## src/rtl/core/csplit_pkg.sv

```systemverilog
package csplit_pkg;

  typedef enum logic [1:0] {
    KindByte    = 2'd0,
    KindEndArg  = 2'd1,
    KindEndLine = 2'd2
  } kind_e;

  typedef enum logic [1:0] {
    QuoteNone   = 2'd0,
    QuoteSingle = 2'd1,
    QuoteDouble = 2'd2
  } quote_e;

  localparam logic [7:0] ChNul    = 8'h00;
  localparam logic [7:0] ChBlank  = 8'h20;
  localparam logic [7:0] ChTab    = 8'h09;
  localparam logic [7:0] ChSquote = 8'h27;
  localparam logic [7:0] ChDquote = 8'h22;
  localparam logic [7:0] ChBslash = 8'h5C;

  // up to three results per input byte
  localparam int MaxResults = 3;

  localparam int FifoDepth = 4;
  localparam int FifoPtrW  = $clog2(FifoDepth);
  localparam int FifoCntW  = $clog2(FifoDepth + 1);

  typedef struct packed {
    kind_e      kind;
    logic [7:0] ch;
  } result_t;

  typedef struct packed {
    logic [1:0]                   cnt;
    result_t [MaxResults-1:0]     res;
  } bundle_t;

endpackage

```

## src/rtl/core/csplit_front.sv

```systemverilog
module csplit_front (
  input  logic              clk_i,
  input  logic              rst_ni,
  input  logic              valid_i,
  input  logic [7:0]        char_in_i,
  input  logic              line_end_i,
  output logic              stall_o,
  input  logic              full_i,
  output logic              push_o,
  output csplit_pkg::bundle_t bundle_o
);
  import csplit_pkg::*;

  logic   in_arg_q, in_arg_d;
  quote_e quote_q, quote_d;
  logic   esc_q, esc_d;

  logic    accept;
  logic    blank;
  logic    fin;
  logic    mv;
  result_t mres;
  logic    arg_mid;
  quote_e  mine;

  assign stall_o = full_i;
  assign accept  = valid_i && !full_i;
  assign blank   = (char_in_i == ChBlank) || (char_in_i == ChTab);
  assign fin     = (char_in_i == ChNul) || line_end_i;
  assign mine    = (char_in_i == ChSquote) ? QuoteSingle : QuoteDouble;

  // per-byte classification, before any end-of-line handling
  always_comb begin
    arg_mid = in_arg_q;
    quote_d = quote_q;
    esc_d   = esc_q;
    mv      = 1'b0;
    mres    = '{kind: KindByte, ch: char_in_i};
    if (char_in_i != ChNul) begin
      if (esc_q) begin
        esc_d   = 1'b0;
        arg_mid = 1'b1;
        mv      = 1'b1;
      end else if (!in_arg_q && quote_q == QuoteNone && blank) begin
        mv = 1'b0;
      end else begin
        arg_mid = 1'b1;
        if (blank) begin
          mv = 1'b1;
          if (quote_q == QuoteNone) begin
            mres    = '{kind: KindEndArg, ch: ChNul};
            arg_mid = 1'b0;
          end
        end else if (char_in_i == ChSquote || char_in_i == ChDquote) begin
          if (quote_q == QuoteNone) begin
            quote_d = mine;
          end else if (quote_q == mine) begin
            quote_d = QuoteNone;
          end else begin
            mv = 1'b1;
          end
        end else if (char_in_i == ChBslash) begin
          if (quote_q == QuoteSingle) begin
            mv = 1'b1;
          end else begin
            esc_d = 1'b1;
          end
        end else begin
          mv = 1'b1;
        end
      end
    end
  end

  // line end resets all state after closing an open argument
  always_comb begin
    in_arg_d = arg_mid;
    if (fin) begin
      in_arg_d = 1'b0;
    end
  end

  always_comb begin
    logic [1:0] n;
    n = 2'd0;
    bundle_o = '0;
    if (mv) begin
      bundle_o.res[n] = mres;
      n = n + 2'd1;
    end
    if (fin && arg_mid) begin
      bundle_o.res[n] = '{kind: KindEndArg, ch: ChNul};
      n = n + 2'd1;
    end
    if (fin) begin
      bundle_o.res[n] = '{kind: KindEndLine, ch: ChNul};
      n = n + 2'd1;
    end
    bundle_o.cnt = n;
  end

  assign push_o = accept && (bundle_o.cnt != 2'd0);

  always_ff @(posedge clk_i or negedge rst_ni) begin
    if (!rst_ni) begin
      in_arg_q <= 1'b0;
      quote_q  <= QuoteNone;
      esc_q    <= 1'b0;
    end else if (accept) begin
      in_arg_q <= in_arg_d;
      quote_q  <= fin ? QuoteNone : quote_d;
      esc_q    <= fin ? 1'b0 : esc_d;
    end
  end

endmodule

```

## src/rtl/core/csplit_fifo.sv

```systemverilog
module csplit_fifo (
  input  logic                clk_i,
  input  logic                rst_ni,
  input  logic                push_i,
  input  csplit_pkg::bundle_t wdata_i,
  input  logic                pop_i,
  output csplit_pkg::bundle_t rdata_o,
  output logic                full_o,
  output logic                empty_o
);
  import csplit_pkg::*;

  bundle_t               mem_q [FifoDepth];
  logic [FifoPtrW-1:0]   wptr_q, rptr_q;
  logic [FifoCntW-1:0]   cnt_q;

  assign full_o  = (cnt_q == FifoCntW'(FifoDepth));
  assign empty_o = (cnt_q == '0);
  assign rdata_o = mem_q[rptr_q];

  always_ff @(posedge clk_i) begin
    if (push_i) begin
      mem_q[wptr_q] <= wdata_i;
    end
  end

  always_ff @(posedge clk_i or negedge rst_ni) begin
    if (!rst_ni) begin
      wptr_q <= '0;
      rptr_q <= '0;
      cnt_q  <= '0;
    end else begin
      if (push_i) begin
        wptr_q <= wptr_q + FifoPtrW'(1);
      end
      if (pop_i) begin
        rptr_q <= rptr_q + FifoPtrW'(1);
      end
      if (push_i && !pop_i) begin
        cnt_q <= cnt_q + FifoCntW'(1);
      end else if (pop_i && !push_i) begin
        cnt_q <= cnt_q - FifoCntW'(1);
      end
    end
  end

endmodule

```

## src/rtl/core/csplit_back.sv

```systemverilog
module csplit_back (
  input  logic                clk_i,
  input  logic                rst_ni,
  input  csplit_pkg::bundle_t rdata_i,
  input  logic                empty_i,
  output logic                pop_o,
  output logic                valid_o,
  input  logic                stall_i,
  output logic [1:0]          kind_o,
  output logic [7:0]          char_out_o,
  output logic                last_of_run_o
);
  import csplit_pkg::*;

  logic [1:0] idx_q;
  logic       valid_q;
  result_t    res_q;
  logic       last_q;
  logic       load;
  logic       take;
  logic       is_last;

  assign load    = !valid_q || !stall_i;
  assign take    = load && !empty_i;
  assign is_last = (idx_q == rdata_i.cnt - 2'd1);
  assign pop_o   = take && is_last;

  always_ff @(posedge clk_i or negedge rst_ni) begin
    if (!rst_ni) begin
      valid_q <= 1'b0;
      idx_q   <= 2'd0;
    end else begin
      if (load) begin
        valid_q <= !empty_i;
      end
      if (take) begin
        idx_q <= is_last ? 2'd0 : idx_q + 2'd1;
      end
    end
  end

  always_ff @(posedge clk_i) begin
    if (take) begin
      res_q  <= rdata_i.res[idx_q];
      last_q <= is_last;
    end
  end

  assign valid_o       = valid_q;
  assign kind_o        = res_q.kind;
  assign char_out_o    = res_q.ch;
  assign last_of_run_o = last_q;

endmodule

```

## src/rtl/core/command_argument_splitter.sv

```systemverilog
// Path: a byte's results are written into the bundle queue, then moved to the
// output register one at a time. Input: one byte per cycle while the queue is not
// full; the output register sends one result per cycle while not stalled, and a
// byte may yield up to three results, so a four-entry bundle queue absorbs the difference.
// Reset: asynchronous, active low; clears parser state, queue and output valid.
module command_argument_splitter (
  input  logic       clk_i,
  input  logic       rst_ni,
  input  logic       valid_i,
  output logic       stall_o,
  input  logic [7:0] char_in_i,
  input  logic       line_end_i,
  output logic       valid_o,
  input  logic       stall_i,
  output logic [1:0] kind_o,
  output logic [7:0] char_out_o,
  output logic       last_of_run_o
);
  import csplit_pkg::*;

  bundle_t wbundle, rbundle;
  logic    push, pop, full, empty;

  csplit_front u_front (
    .clk_i      (clk_i),
    .rst_ni     (rst_ni),
    .valid_i    (valid_i),
    .char_in_i  (char_in_i),
    .line_end_i (line_end_i),
    .stall_o    (stall_o),
    .full_i     (full),
    .push_o     (push),
    .bundle_o   (wbundle)
  );

  csplit_fifo u_fifo (
    .clk_i   (clk_i),
    .rst_ni  (rst_ni),
    .push_i  (push),
    .wdata_i (wbundle),
    .pop_i   (pop),
    .rdata_o (rbundle),
    .full_o  (full),
    .empty_o (empty)
  );

  csplit_back u_back (
    .clk_i         (clk_i),
    .rst_ni        (rst_ni),
    .rdata_i       (rbundle),
    .empty_i       (empty),
    .pop_o         (pop),
    .valid_o       (valid_o),
    .stall_i       (stall_i),
    .kind_o        (kind_o),
    .char_out_o    (char_out_o),
    .last_of_run_o (last_of_run_o)
  );

  a_no_push_full: assert property (@(posedge clk_i) disable iff (!rst_ni)
    !(push && full))
    else $error("queue written while full");

  a_no_pop_empty: assert property (@(posedge clk_i) disable iff (!rst_ni)
    !(pop && empty))
    else $error("queue read while empty");

  a_eol_last: assert property (@(posedge clk_i) disable iff (!rst_ni)
    (valid_o && kind_o == KindEndLine) |-> last_of_run_o)
    else $error("end of line not last result of its byte");

  a_mark_zero: assert property (@(posedge clk_i) disable iff (!rst_ni)
    (valid_o && kind_o != KindByte) |-> (char_out_o == ChNul))
    else $error("mark carries nonzero byte");

endmodule

```

## config.mk

```make
export PLATFORM = sky130hd
export DESIGN_NAME = command_argument_splitter
export DESIGN_NICKNAME = d
export VERILOG_FILES = /design/src/rtl/core/csplit_pkg.sv /design/src/rtl/core/csplit_front.sv /design/src/rtl/core/csplit_fifo.sv /design/src/rtl/core/csplit_back.sv /design/src/rtl/core/command_argument_splitter.sv
export SDC_FILE = /design/constraint.sdc
export NUM_CORES = 1
export LEC_CHECK = 0
export BUFFER_PORTS_ARGS = -buffer_cell sky130_fd_sc_hd__clkbuf_2
export CAP_MARGIN = 40
export CORE_ASPECT_RATIO = 0.8
export CORE_MARGIN = 1.5
export CORE_UTILIZATION = 30
export DETAILED_ROUTE_END_ITERATION = 8
export PLACE_DENSITY = 0.54
export SLEW_MARGIN = 10
export SYNTH_ARGS = -nofsm -noshare
export SYNTH_HDL_FRONTEND = slang
export SYNTH_SLANG_ARGS = --single-unit
```

## constraint.sdc

```tcl
create_clock -name clk_i -period 6.6 [get_ports clk_i]
set_input_delay 0 -clock clk_i [delete_from_list [all_inputs] [get_ports clk_i]]
set_output_delay 0 -clock clk_i [all_outputs]
set_load 0.05 [all_outputs]
```

# [Word level (Yosys, flattened, before mapping)]
# Memory sizes are Yosys's and may differ from the RTL's.
# Cells that the tools add are included.
[totals] regBits=25 latchBits=0 ramBits=128 romBits=0 memories=1
[memory_table] memory="u_fifo.mem_q" depth=4 word_bits=32 rd=1 rd_clocked_by_memory_dff=0 wr=1 line_no="csplit_fifo.sv:13" source="bundle_t mem_q [FifoDepth];"
[classes] n_addsub=8 n_mul=0 div_mod_pow=0 n_lt_le_gt_ge=5 eq_ne=12 shift=0 n_mux=54 bitwise=6 n_reduce_logical=33
[op_table] op="two-way mux 10 bit" n=8
[op_table] op="two-way mux 30 bit" n=2
[op_table] op="inverter 27 bit" n=2
[op_table] op="demux 10 bit (select 2 bit)" n=2
[op_table] op="AND 27 bit" n=1
[op_table] op="AND 9 x 27 -> 27 bit" n=1
[op_table] op="two-way mux 1 bit" n=26
[op_table] op="equality test 8 x 6 -> 1 bit, second input constant" n=3
[op_table] op="two-way mux 2 bit" n=12
[op_table] op="binary-select mux 10 bit (select 2 bit)" n=1
[op_table] op="logical AND 1 bit" n=11
[op_table] op="two-way mux 9 bit" n=1
[op_table] op="adder 2 x 1 -> 2 bit, second input constant" n=4
[op_table] op="equality test 8 x 4 -> 1 bit, second input constant" n=1
[op_table] op="equality test 8 x 7 -> 1 bit, second input constant" n=1
[op_table] op="zero test 8 bit" n=1
[op_table] op="nonzero test 2 bit" n=4
[op_table] op="nonzero test 8 bit" n=1
[op_table] op="zero test 1 bit" n=7
[op_table] op="AND reduction 7 bit" n=1
[op_table] op="less-than comparator 2 x 3 -> 1 bit, second input constant" n=2
[op_table] op="two-way mux 3 bit" n=2
[op_table] op="equality test 2 bit" n=2
[op_table] op="logical OR 1 bit" n=4
[op_table] op="other kinds (17)" n=18

# [Logic depth before layout (Yosys ltp)]
[depth] word_depth=21 depth_mapped=11 depth_no_buf=10

# [Hierarchy]
# A second synthesis with hierarchy kept.
[hier_totals] cells_unflattened=357 area_unflattened_um2=6558.8
[by_module_without_submodules] module="csplit_fifo" instances=1 cells_each=202 area_per_inst_um2=5059.9
[by_module_without_submodules] module="csplit_front" instances=1 cells_each=90 area_per_inst_um2=764.5
[by_module_without_submodules] module="csplit_back" instances=1 cells_each=65 area_per_inst_um2=734.5

# [Worst setup path before layout]
# No wires, ideal clock.
[synth_timing] path_type="reg-to-reg" startpoint="register u_fifo.rptr_q[0]" endpoint="register u_fifo.cnt_q[1]" t_arrival_ps=2646 slack_ps=3829 stages_incl_launch_ff=10 path_buffers=1 synth_period_minus_slack_ps=2771 path_cell_list="dfrtp_1 buf_2 mux4_2 xnor2_1 mux2i_1 nand2_1 ha_1 inv_1 fa_1 mux2_2"
[synth_via] elab_chain_len=7 elab_cells_between_ends=9 classes_between="add/sub: 1; eq/ne: 1; mux: 1; reduce/logical: 5; memory: 1"
[synth_lines] item="start: declaration" line_no="csplit_fifo.sv:14" source="logic [FifoPtrW-1:0] wptr_q, rptr_q;"
[synth_lines] item="start signal: assignment" line_no="csplit_fifo.sv:37" source="rptr_q <= rptr_q + FifoPtrW'(1);"
[synth_lines] item="memory (4 x 32 bit) *"
[synth_lines] item="subtractor 2 x 1 -> 2 bit *" line_no="csplit_back.sv:25" source="assign is_last = (idx_q == rdata_i.cnt - 2'd1);"
[synth_lines] item="equality test 2 bit *" line_no="csplit_back.sv:25"
[synth_lines] item="net u_back.is_last" line_no="csplit_back.sv:21" source="logic is_last;"
[synth_lines] item="logical AND 1 bit *" line_no="csplit_back.sv:26" source="assign pop_o = take && is_last;"
[synth_lines] item="zero test 1 bit" line_no="csplit_fifo.sv:39" source="if (push_i && !pop_i) begin"
[synth_lines] item="logical AND 1 bit" line_no="csplit_fifo.sv:39"
[synth_lines] item="two-way mux 3 bit / nonzero test 2 bit (equally long branches)"
[synth_lines] item="end signal: assignment" line_no="csplit_fifo.sv:40" source="cnt_q <= cnt_q + FifoCntW'(1);"
[synth_lines] item="end signal: assignment" line_no="csplit_fifo.sv:42" source="cnt_q <= cnt_q - FifoCntW'(1);"
[synth_lines] item="end: declaration" line_no="csplit_fifo.sv:15" source="logic [FifoCntW-1:0] cnt_q;"
# Mark *: on every way through the listed nets, which the timed path passes. The rest lies on a longest branch.
# A chain may end at the register's enable or synchronous reset.

# [Worst setup path after layout]
[layout_timing] startpoint="register u_fifo.rptr_q[1]" endpoint="register u_fifo.cnt_q[1]"
# Same word-level chain as after synthesis.

==> summary.md <==
| Metric | Value |
|---|---|
| Status | completed |
| P_leak | 1.53 nW |
| FFs w/ async S/R, synth | 16.5% |
| Mapped cell area | 0.00373 mm² |
| Drt pass-1 iters | 4 |
| Overall routing resource usage | 12.4% |
| WP data arrival | 3.37 ns |
| Peak VDD IR | 0.147 mV |
| Vias in the first global route | 2113 |
| # rows | 36 |
| Crit path launch type | flop |
| MaxCap Viol Count | 0 |
| Post-Syn Nets | 258 |
| Critical Path Sink Type | flop |
| Synth Flop Type | edfxtp_1 |
| Routed vias/inst | 4.78 |
| Fillers | 1177 |
| Clock sink count | 85 |
| Largest net degree at the start of global routing | 18 |
| Worst path slowest cell | dfrtp_1 |
| Worst Skew | 0.00605 ns |
| Peak per-stage delay on the critical path | 0.86 ns |
| Clock root buffer | clkbuf_16 |
| Via count | 2040 |
| # IOs | 26 |
| Chip Height | 103 µm |
| Gate Count Post-Synth | 236 |
| Post-synthesis cell type count | 43 |
| Placed instance count | 409 |
| First-pass GRT wire length | 11.8 mm |
| TritonCTS clock tree | built |
| Post-route ant nets | 0 |
| Final hold violations | 0 |
| Slew Viols, Final | 0 |
| Crit path kind | flop to flop |
| H-tree levels | 3 |
| Post-CTS Resized | 0 |
| Post-Route WL | 7.31 mm |
| Maximum buffer depth of the clock tree | 2 |
| Initial DRC Count | 98 |
| Synth warnings | 0 |
| Pre-CTS setup slack | 3.47 ns |
| CTS Hold Bufs | 2 |
| Critical path cell sequence | mux4_2 -> xnor2_1 -> mux2i_1 -> nand2_1 -> ha_1 -> inv_1 -> fa_1 -> mux2_2 |
| Placeable Area | 0.0122 mm² |
| DRC viols | 0 |
| Yosys top cell by area | edfxtp_1 |
| Post-synth EDFFs | 71 |
| Synth area leaders | edfxtp_1 57%, dfrtp_1 9.4%, mux4_2 9.0% |
| Area Growth Syn to Fin | 16.2% |
| Initial antenna violation count | 0 |
| Yosys top cell area share | 57.1% |
| Share of cells above drive strength 1 | 24.0% |
| Setup TNS | 0 ns |
| Critical path data required time | 6.83 ns |
| Most common cell after layout, fill and taps aside | edfxtp_1 |
| RePlAce Congestion | 0.742 |
| Slew of the pin with the lowest slew margin | 0.863 ns |
| Most frequent cells in the layout | 71 x edfxtp_1, 25 x clkbuf_2, 15 x nand2_1, 15 x mux4_2 |
| Initial core utilization | 30.7% |
| Fmax | 318 MHz |
| Tmin final | 3.14 ns |
| Clock-pin slew on the worst setup and hold paths | 0.06 ns |
| Synthesis-stage register bit count | 85 |
| Port buffer count | 25 |
| Final Util | 35.7% |
| CP max FO | 16 |
| Die width | 128 µm |
| WL/cell | 17.1 µm |
| Layout Nets | 292 |
| Setup ws final | 3.46 ns |
| RSZ-0062 raised after global routing | no |
| Power Density | 445 mW/mm² |
| Die ar. | 0.0131 mm² |
| Setup repair bufs after CTS | 0 |
| Clock latency on the worst-skew pair | 0.34 ns |
| Total CTS buffers | 9 |
| Grt ovf | 0 |
| Setup-failing EPs final | 0 |
| # diodes | 0 |
| Slew headroom | 42.4% |
| Syn_area_per_cell | 15.8 µm² |
| Non-filler cells, final | 427 |
| Min-Delay Path Class | input pin to flop |
| Fin crit share | 47.6% |
| Register area share after synthesis | 66.5% |
| Detail Placement HPWL | 4.97 mm |
[worst max-delay path: cells and delay by family (launching register included)]
kind | cells | cell delay [ns]
simple gates | 1 | 0.17
mux | 3 | 1.05
flops | 1 | 0.86
xor+xnor | 1 | 0.23
fa+ha+maj | 2 | 0.64
buf+inv | 1 | 0.07
[final cells by class]
cell class	instances	area, µm²	share of cell area, %
clock buffer	9	225	5.19
clock inverter	7	48.8	1.12
inverter	6	22.5	0.519
multi-input combinational	138	1190	27.5
sequential	85	2480	57.2
tap	152	190	4.38
timing repair buffer	30	175	4.04
[final timing paths]
kind	start	end	slack (ns)	depth (start not counted)
setup / recovery	u_fifo.rptr_q[1]	u_fifo.cnt_q[1]	3.46	8
hold / removal	valid_i	u_front.in_arg_q	0.02	3
setup reg to reg	u_fifo.rptr_q[1]	u_fifo.cnt_q[1]	3.46	8
hold reg to reg	u_fifo.cnt_q[2]	u_fifo.cnt_q[2]	0.50	1
max in group asynchronous	rst_ni	u_front.in_arg_q	6.14	2
min in group asynchronous	rst_ni	u_fifo.rptr_q[0]	0.14	2
[sequential cells by signal, summed over array words and instances, names as in the netlist]
name,cells
u_back.last_of_run_o,1
u_front.in_arg_q,1
u_front.quote_q,2
u_fifo.mem_q,60
u_back.idx_q,2
u_back.kind_o,2
u_fifo.cnt_q,3
u_front.esc_q,1
u_fifo.wptr_q,2
u_fifo.rptr_q,2
u_back.valid_o,1
u_back.char_out_o,8
[through the flow]
step	power, mW	hold slack [ns]	instance area (µm²)
2_1_floorplan	1.31	-0.296	3730
3_3_place_gp	1.46	-0.0307	4030
3_5_place_dp	1.49	-0.0265	4050
4_1_cts	1.96	0.0112	4340
5_1_grt	2.04	0.0539	4340
6_report	1.93	0.0197	4340
[cell families after synthesis]
logic type               Yosys count  share of synthesized area, %
multiplexers                      21                          10.8
AO/OA/AOI/OAI                     20                          4.12
XOR/XNOR                           7                          1.64
AND/OR/NAND/NOR                   81                          12.2
flip-flops                        85                          66.5
buffers and inverters             13                          1.54
adder cells (fa/ha/maj)            9                          3.22
[power by group]
part,switching [mW],internal [mW]
Combinational,0.373,0.249
Sequential,0.0914,0.753
Clock,0.211,0.255
[layer usage]
layer	track usage (%)	share of wire (%)	vias up
met5	0	0	-
met4	3.37	1.0	0
met3	4.36	3.1	10
met2	18.5	44	28
met1	17.3	52	1037
li1	-	-	965
[cell usage after synthesis (3+ instances only)]
master,n
or3_1,3
nor3_1,4
mux2i_1,4
inv_1,6
nand2_1,15
nand2b_1,6
nor2_1,12
nand3_1,4
ha_1,8
clkbuf_1,3
nor2b_1,9
mux4_2,15
and2_1,14
edfxtp_1,71
xnor2_1,5
o21ai_1,4
a31oi_1,3
dfrtp_1,14
nor4_1,3
Note: power is estimated with default switching activity, not from simulation.
